$ cat src/rtl/core/polymul_pkg.sv
// Package for the polynomial multiplier: sizes, function codes and the
// packed transaction types of the input and result channels.
// No dependencies.
package polymul_pkg;

  // Capacity of each operand store
  localparam int MAX_TERMS = 16;
  localparam int IDX_W     = $clog2(MAX_TERMS);
  localparam int CNT_W     = IDX_W + 1;
  // Output index range is 0 .. 2*MAX_TERMS-2
  localparam int K_W       = $clog2(2 * MAX_TERMS);
  // Exact sum of MAX_TERMS Q32.32 products
  localparam int ACC_W     = 64 + IDX_W;
  localparam int RND_W     = ACC_W - 16;

  localparam logic [1:0] FUNC_LOAD_FIRST  = 2'd0;
  localparam logic [1:0] FUNC_LOAD_SECOND = 2'd1;
  localparam logic [1:0] FUNC_COMPUTE     = 2'd2;

  typedef struct packed {
    logic [1:0]         func;
    logic signed [31:0] coefficient;
  } in_item_t;

  typedef struct packed {
    logic signed [31:0] product_coefficient;
    logic               saturated;
    logic               dropped_input;
    logic               last;
  } out_item_t;

endpackage

$ cat src/rtl/core/polynomial_multiply_convolution.sv
// Polynomial multiplier by convolution: two 16-entry operand stores, one
// shared 32x32 multiplier and a wide accumulator. Uses polymul_pkg.
// Loads are taken only while idle. Per output coefficient, a compute sets
// up the overlap range, issues one term pair per cycle (up to 16), drains
// the pipeline, rounds and saturates, then skips a leading zero or outputs.
// Synchronous reset (rst_n low) empties both stores and clears the drop flag.
module polynomial_multiply_convolution
  import polymul_pkg::*;
(
  input  logic      clk,
  input  logic      rst_n,
  input  logic      in_valid,
  output logic      in_ready,
  input  in_item_t  in_data,
  output logic      out_valid,
  input  logic      out_ready,
  output out_item_t out_data
);

  typedef enum logic [2:0] {
    ST_IDLE,
    ST_TERM,
    ST_ISSUE,
    ST_DRAIN,
    ST_ROUND,
    ST_SAT,
    ST_WAIT_OUT
  } state_t;

  state_t state_r;

  // Operand stores
  logic signed [31:0] first_mem  [MAX_TERMS];
  logic signed [31:0] second_mem [MAX_TERMS];

  logic [CNT_W-1:0] first_count_r;
  logic [CNT_W-1:0] second_count_r;
  logic             dropped_r;

  // Sequencer registers
  logic [K_W-1:0]   k_r;
  logic [K_W-1:0]   len_r;
  logic [IDX_W-1:0] i_r;
  logic [IDX_W-1:0] i_hi_r;
  logic             started_r;

  // Datapath pipeline
  logic                    issue_v;
  logic                    rd_v_r;
  logic                    prod_v_r;
  logic signed [31:0]      first_rd_r;
  logic signed [31:0]      second_rd_r;
  logic signed [63:0]      prod_r;
  logic signed [ACC_W-1:0] acc_r;
  logic signed [ACC_W-1:0] acc_rnd;
  logic signed [RND_W-1:0] rnd_r;

  out_item_t out_data_r;
  logic      out_valid_r;

  logic [K_W-1:0]   j_full;
  logic [IDX_W-1:0] first_addr;
  logic [IDX_W-1:0] second_addr;
  logic [K_W-1:0]   i_lo_full;
  logic [K_W-1:0]   i_hi_full;
  logic [K_W-1:0]   k_nxt;
  logic             term_last;
  logic             ovf;
  logic [31:0]      sat_val;
  logic             load_first;
  logic             load_second;

  assign in_ready  = (state_r == ST_IDLE);
  assign out_valid = out_valid_r;
  assign out_data  = out_data_r;

  assign load_first  = in_valid && in_ready && (in_data.func == FUNC_LOAD_FIRST);
  assign load_second = in_valid && in_ready && (in_data.func == FUNC_LOAD_SECOND);

  // Term pair addresses: first[i] and second[k - i]
  assign j_full      = k_r - K_W'(i_r);
  assign first_addr  = i_r;
  assign second_addr = j_full[IDX_W-1:0];
  assign issue_v     = (state_r == ST_ISSUE);

  // Overlap range of term k
  assign i_lo_full = (k_r >= K_W'(second_count_r)) ?
                     (k_r - K_W'(second_count_r) + K_W'(1)) : '0;
  assign i_hi_full = (k_r < K_W'(first_count_r)) ?
                     k_r : (K_W'(first_count_r) - K_W'(1));

  assign k_nxt     = k_r + K_W'(1);
  assign term_last = (k_nxt == len_r);

  // Round half up, then saturate to 32 bits
  assign acc_rnd = acc_r + {{(ACC_W-16){1'b0}}, 16'h8000};
  assign ovf     = (rnd_r[RND_W-1:31] != '0) && (rnd_r[RND_W-1:31] != '1);
  assign sat_val = ovf ? (rnd_r[RND_W-1] ? 32'h8000_0000 : 32'h7FFF_FFFF)
                       : rnd_r[31:0];

  // Store writes and registered reads
  always_ff @(posedge clk) begin
    if (load_first && (first_count_r < CNT_W'(MAX_TERMS))) begin
      first_mem[first_count_r[IDX_W-1:0]] <= in_data.coefficient;
    end
    if (load_second && (second_count_r < CNT_W'(MAX_TERMS))) begin
      second_mem[second_count_r[IDX_W-1:0]] <= in_data.coefficient;
    end
    first_rd_r  <= first_mem[first_addr];
    second_rd_r <= second_mem[second_addr];
  end

  // Shared multiplier and accumulator
  always_ff @(posedge clk) begin
    if (!rst_n) begin
      rd_v_r   <= 1'b0;
      prod_v_r <= 1'b0;
    end else begin
      rd_v_r   <= issue_v;
      prod_v_r <= rd_v_r;
    end
    prod_r <= first_rd_r * second_rd_r;
    if (state_r == ST_TERM) begin
      acc_r <= '0;
    end else if (prod_v_r) begin
      acc_r <= acc_r + {{IDX_W{prod_r[63]}}, prod_r};
    end
    rnd_r <= acc_rnd[ACC_W-1:16];
  end

  // Sequencer, counts and result register
  always_ff @(posedge clk) begin
    if (!rst_n) begin
      state_r        <= ST_IDLE;
      first_count_r  <= '0;
      second_count_r <= '0;
      dropped_r      <= 1'b0;
      out_valid_r    <= 1'b0;
      started_r      <= 1'b0;
      k_r            <= '0;
      len_r          <= '0;
      i_r            <= '0;
      i_hi_r         <= '0;
    end else begin
      case (state_r)
        ST_IDLE: begin
          if (load_first) begin
            if (first_count_r < CNT_W'(MAX_TERMS)) begin
              first_count_r <= first_count_r + CNT_W'(1);
            end else begin
              dropped_r <= 1'b1;
            end
          end
          if (load_second) begin
            if (second_count_r < CNT_W'(MAX_TERMS)) begin
              second_count_r <= second_count_r + CNT_W'(1);
            end else begin
              dropped_r <= 1'b1;
            end
          end
          if (in_valid && (in_data.func == FUNC_COMPUTE)) begin
            k_r       <= '0;
            started_r <= 1'b0;
            len_r     <= K_W'(first_count_r) + K_W'(second_count_r) - K_W'(1);
            if ((first_count_r == '0) || (second_count_r == '0)) begin
              // Empty operand: a single zero coefficient
              out_data_r.product_coefficient <= '0;
              out_data_r.saturated           <= 1'b0;
              out_data_r.dropped_input       <= dropped_r;
              out_data_r.last                <= 1'b1;
              out_valid_r                    <= 1'b1;
              state_r                        <= ST_WAIT_OUT;
            end else begin
              state_r <= ST_TERM;
            end
          end
        end

        ST_TERM: begin
          i_r     <= i_lo_full[IDX_W-1:0];
          i_hi_r  <= i_hi_full[IDX_W-1:0];
          state_r <= ST_ISSUE;
        end

        // One term pair per cycle into the multiplier
        ST_ISSUE: begin
          if (i_r == i_hi_r) begin
            state_r <= ST_DRAIN;
          end else begin
            i_r <= i_r + IDX_W'(1);
          end
        end

        ST_DRAIN: begin
          if (!rd_v_r && !prod_v_r) begin
            state_r <= ST_ROUND;
          end
        end

        ST_ROUND: begin
          state_r <= ST_SAT;
        end

        // Drop leading zeros, keep the final term
        ST_SAT: begin
          if (!started_r && !ovf && (rnd_r[31:0] == '0) && !term_last) begin
            k_r     <= k_nxt;
            state_r <= ST_TERM;
          end else begin
            started_r                      <= 1'b1;
            out_data_r.product_coefficient <= sat_val;
            out_data_r.saturated           <= ovf;
            out_data_r.dropped_input       <= dropped_r;
            out_data_r.last                <= term_last;
            out_valid_r                    <= 1'b1;
            state_r                        <= ST_WAIT_OUT;
          end
        end

        ST_WAIT_OUT: begin
          if (out_ready) begin
            out_valid_r <= 1'b0;
            if (out_data_r.last) begin
              first_count_r  <= '0;
              second_count_r <= '0;
              dropped_r      <= 1'b0;
              state_r        <= ST_IDLE;
            end else begin
              k_r     <= k_nxt;
              state_r <= ST_TERM;
            end
          end
        end

        default: begin
          state_r <= ST_IDLE;
        end
      endcase
    end
  end

endmodule

$ cat config.mk
export PLATFORM = sky130hd
export DESIGN_NAME = polynomial_multiply_convolution
export DESIGN_NICKNAME = d
export VERILOG_FILES = /design/src/rtl/core/polymul_pkg.sv /design/src/rtl/core/polynomial_multiply_convolution.sv
export SDC_FILE = /design/constraint.sdc
export NUM_CORES = 2
export LEC_CHECK = 0
export ABC_AREA = 0
export CORE_UTILIZATION = 40
export CTS_CLUSTER_DIAMETER = 60
export DETAILED_ROUTE_END_ITERATION = 7
export DONT_BUFFER_PORTS = 1
export GPL_TIMING_DRIVEN = 1
export PLACE_DENSITY = 0.53
export SLEW_MARGIN = 20
export SYNTH_ARGS = -nofsm -noshare
export SYNTH_HDL_FRONTEND = slang
export SYNTH_SLANG_ARGS = --single-unit
$ cat constraint.sdc
create_clock -name clk -period 17.6 [get_ports clk]
set_clock_uncertainty 0.1 [all_clocks]
set_input_delay 3.52 -clock clk [delete_from_list [all_inputs] [get_ports clk]]
set_output_delay 3.52 -clock clk [all_outputs]
set_load 0.1 [all_outputs]
==> summary.txt <==
Worst hold path
  • Hold_sp: dropped_r$_SDFFE_PN0P_
  • Hold endpoint: out_data[1]$_DFFE_PP_
  • Worst Hold Class: register to register
  • Hold Path Depth: 0

Die
  • Initial core utilization: 40.3%
  • Row cnt: 173
  • CORE AREA: 223,000 µm²
  • Die H: 476 µm
  • IO Count: 75
  • Die width: 476 µm
  • Die ar.: 226,000 µm²

Status
  • Status: completed

Critical path
  • Arr. time, crit path: 9.16 ns
  • Critical Path End Type: register
  • R2R setup slack: 9.01 ns
  • Worst Path Required: 18.17 ns
  • FF-to-FF End: prod_r[61]$_DFF_P_
  • Crit path kind: register to register
  • Reg2Reg Depth: 25
  • Crit start category: register
  • Maximum fanout along the worst path: 32
  • Worst r2r src: second_rd_r[0]$_DFF_P_

Synth
  • Synth Warn #: 0
  • Synth area leader: edfxtp_1
  • Distinct cells, synth: 87
  • Gate count after technology mapping: 7,094
  • Number of synthesized flops with an enable pin: 1,059
  • Mapped Area: 89,800 µm²
  • Asr flop ratio synth: 0%
  • Synth top area cells: edfxtp_1, fa_1, mux4_2
  • Syn_nets: 8,503
  • Primary FF master, synth: edfxtp_1
  • Synth top area share: 35.4%
  • Sequential share of the synthesized area: 41.8%
  • Flops & latches, synth: 1,343
  • Syn Area/Cell: 12.7 µm²

Timing
  • Unrepaired setup endpoints after global routing: false
  • Final Hold Vio Count: 0
  • Slew Viols, Final: 0
  • Post-route minimum period: 8.59 ns
  • TNS Setup: 0 ns
  • Max Fclk: 0.116 GHz
  • Final setup violation count: 0
  • Tcrit/Tclk final: 48.8%
  • Max_slew headroom: 24.8%
  • Slew @ Worst Pin: 1.12 ns

Finish
  • FF+latch area: 37,500 µm²
  • Diodes inserted: 0
  • Fillcell total: 20,200
  • Layout area overhead: 9.80%
  • Fin nets: 8,413
  • Fraction of final layout cells with drive strength greater than 1: 10.2%
  • Multi-input logic area: 47,400 µm²

Job
  • Max-Cap Viols: 0

Clock network
  • CTS max path bufs: 3
  • Clock-pin slew of the registers on the worst-case setup and hold paths: 0.06 ns
  • Post-cts resize count: 0
  • Post-CTS setup buffer count: 0
  • CTS tree: built
  • Cts-stage hold buffer count: 0
  • Clk_lat worst skew: 0.81 ns
  • H-Tree Depth: 4
  • Clock Sinks: 1,343
  • CTS buffer count: 150
  • Clk root buf: clkbuf_16

GRT
  • Initial antenna violation count: 8
  • Gr ovfl total: 0
  • First-pass GRT wire length: 351 mm
  • Largest net degree at the start of global routing: 100
  • Vias in the first global route: 57,200
  • Total GRT Usage: 20.5%

Routing
  • WL per Instance: 22.3 µm
  • Drt total wl: 225 mm
  • ANT nets after route: 0
  • 1st-iter DRT viols: 3,527
  • Vias per std cell: 5.24
  • DRT Pass-1 Iters: 5
  • Vias: 52,900
  • Number of remaining DRC errors: 0

Placed design
  • GPL Wtd Cong: 0.862
  • Port bufs: 0
  • HPWL Detailed: 157 mm
[flip-flops by register name, summed over array words and instances (netlist names), 32 cells and up]
name and cells:
second_mem 512, second_rd_r 32, first_rd_r 32, out_data 35, first_mem 512, rnd_r 52, acc_r 68, prod_r 64
[stage by stage]
step	area, µm²	cells	utilization, %	hold slack, ns	setup WS, ns
2_1_floorplan	89800	7094	-	0.309	9.83
5_1_grt	98600	10100	44.3	0.360	8.36
3_5_place_dp	93400	9826	41.9	0.331	9.06
6_report	98600	10100	44.3	0.338	9.01
4_1_cts	98500	10100	44.2	0.342	8.99
3_3_place_gp	93400	9826	41.9	0.324	9.02
[worst max-delay path, cell delays in order, from the launching register on]
cell,delay [ns]
dfxtp_1,0.97
and2_1,0.29
ha_1,0.30
fa_1,0.60
fa_1,0.42
buf_4,0.22
fa_1,0.86
inv_1,0.38
fa_1,0.58
inv_1,0.06
fa_1,0.52
inv_1,0.05
fa_1,0.48
inv_1,0.05
fa_1,0.45
ha_1,0.36
a21o_1,0.20
a21o_1,0.16
a21oi_1,0.20
nand2_1,0.09
a211oi_1,0.30
a211o_1,0.26
nor2_1,0.06
nor4_1,0.21
o21ai_0,0.13
xor2_1,0.15
[final cells by class]
| cell class | count | area share, % |
|---|---|---|
| multi-input cells | 4372 | 48.1 |
| clock inverters | 95 | 1.29 |
| clock buffers | 179 | 3.95 |
| repair buffers | 115 | 0.934 |
| well taps | 2975 | 3.78 |
| flip-flops and latches | 1343 | 38.1 |
| inverters | 1022 | 3.89 |
[worst max path at each step]
stage | start | to | slack (ns) | cells past startpoint
5_1_grt | second_rd_r[0]$_DFF_P_ | prod_r[61]$_DFF_P_ | 8.36 | 25
6_report | second_rd_r[0]$_DFF_P_ | prod_r[61]$_DFF_P_ | 9.01 | 25
2_1_floorplan | second_rd_r[2]$_DFF_P_ | prod_r[61]$_DFF_P_ | 9.83 | 26
3_3_place_gp | second_rd_r[0]$_DFF_P_ | prod_r[61]$_DFF_P_ | 9.02 | 25
4_1_cts | second_rd_r[0]$_DFF_P_ | prod_r[61]$_DFF_P_ | 8.99 | 25
3_5_place_dp | second_rd_r[0]$_DFF_P_ | prod_r[61]$_DFF_P_ | 9.06 | 25
[routing by layer]
layer | global-route usage, % | share of wire [%] | vias up
met1 | 28.2 | 45 | 28100
li1 | - | - | 23400
met3 | 2.92 | 4.4 | 233
met2 | 34.7 | 49 | 1097
met5 | 0 | 0.0031 | -
met4 | 3.73 | 1.4 | 2
[cell usage in the layout (no fill, tap or decap), types with 113 or more instances in the layout]
cell / count
inv_1: 1019
dfxtp_1: 269
nand2_1: 745
o21ai_0: 113
and2_1: 553
edfxtp_1: 1059
mux4_2: 288
nor2_1: 171
a21oi_1: 209
ha_1: 284
xnor2_1: 132
clkbuf_16: 150
fa_1: 1085
[kinds of logic (layout without fill, tap and decap cells)]
kind of cell,Yosys count,count (layout),share of synthesized area (%)
mux,333,333,7.73
simple gates,1822,1822,9.99
xor+xnor,203,203,1.98
fa+ha+maj,1371,1371,28.2
compound gates,643,643,4.56
flops,1343,1343,41.8
buf+inv,1379,1411,5.78
[synthesized netlist by cell type, drive strengths merged, types with 134 or more instances]
cell type and n:
edfxtp 1059, ha 285, dfxtp 284, fa 1086, xnor2 134, a21oi 209
clkbuf 312, mux4 288, nand2 746, inv 1020, and2 553, nor2 197
Power is left out: the tool's default activity adds up to more than one toggle a clock period on the data nets, which glitch-free logic cannot reach.
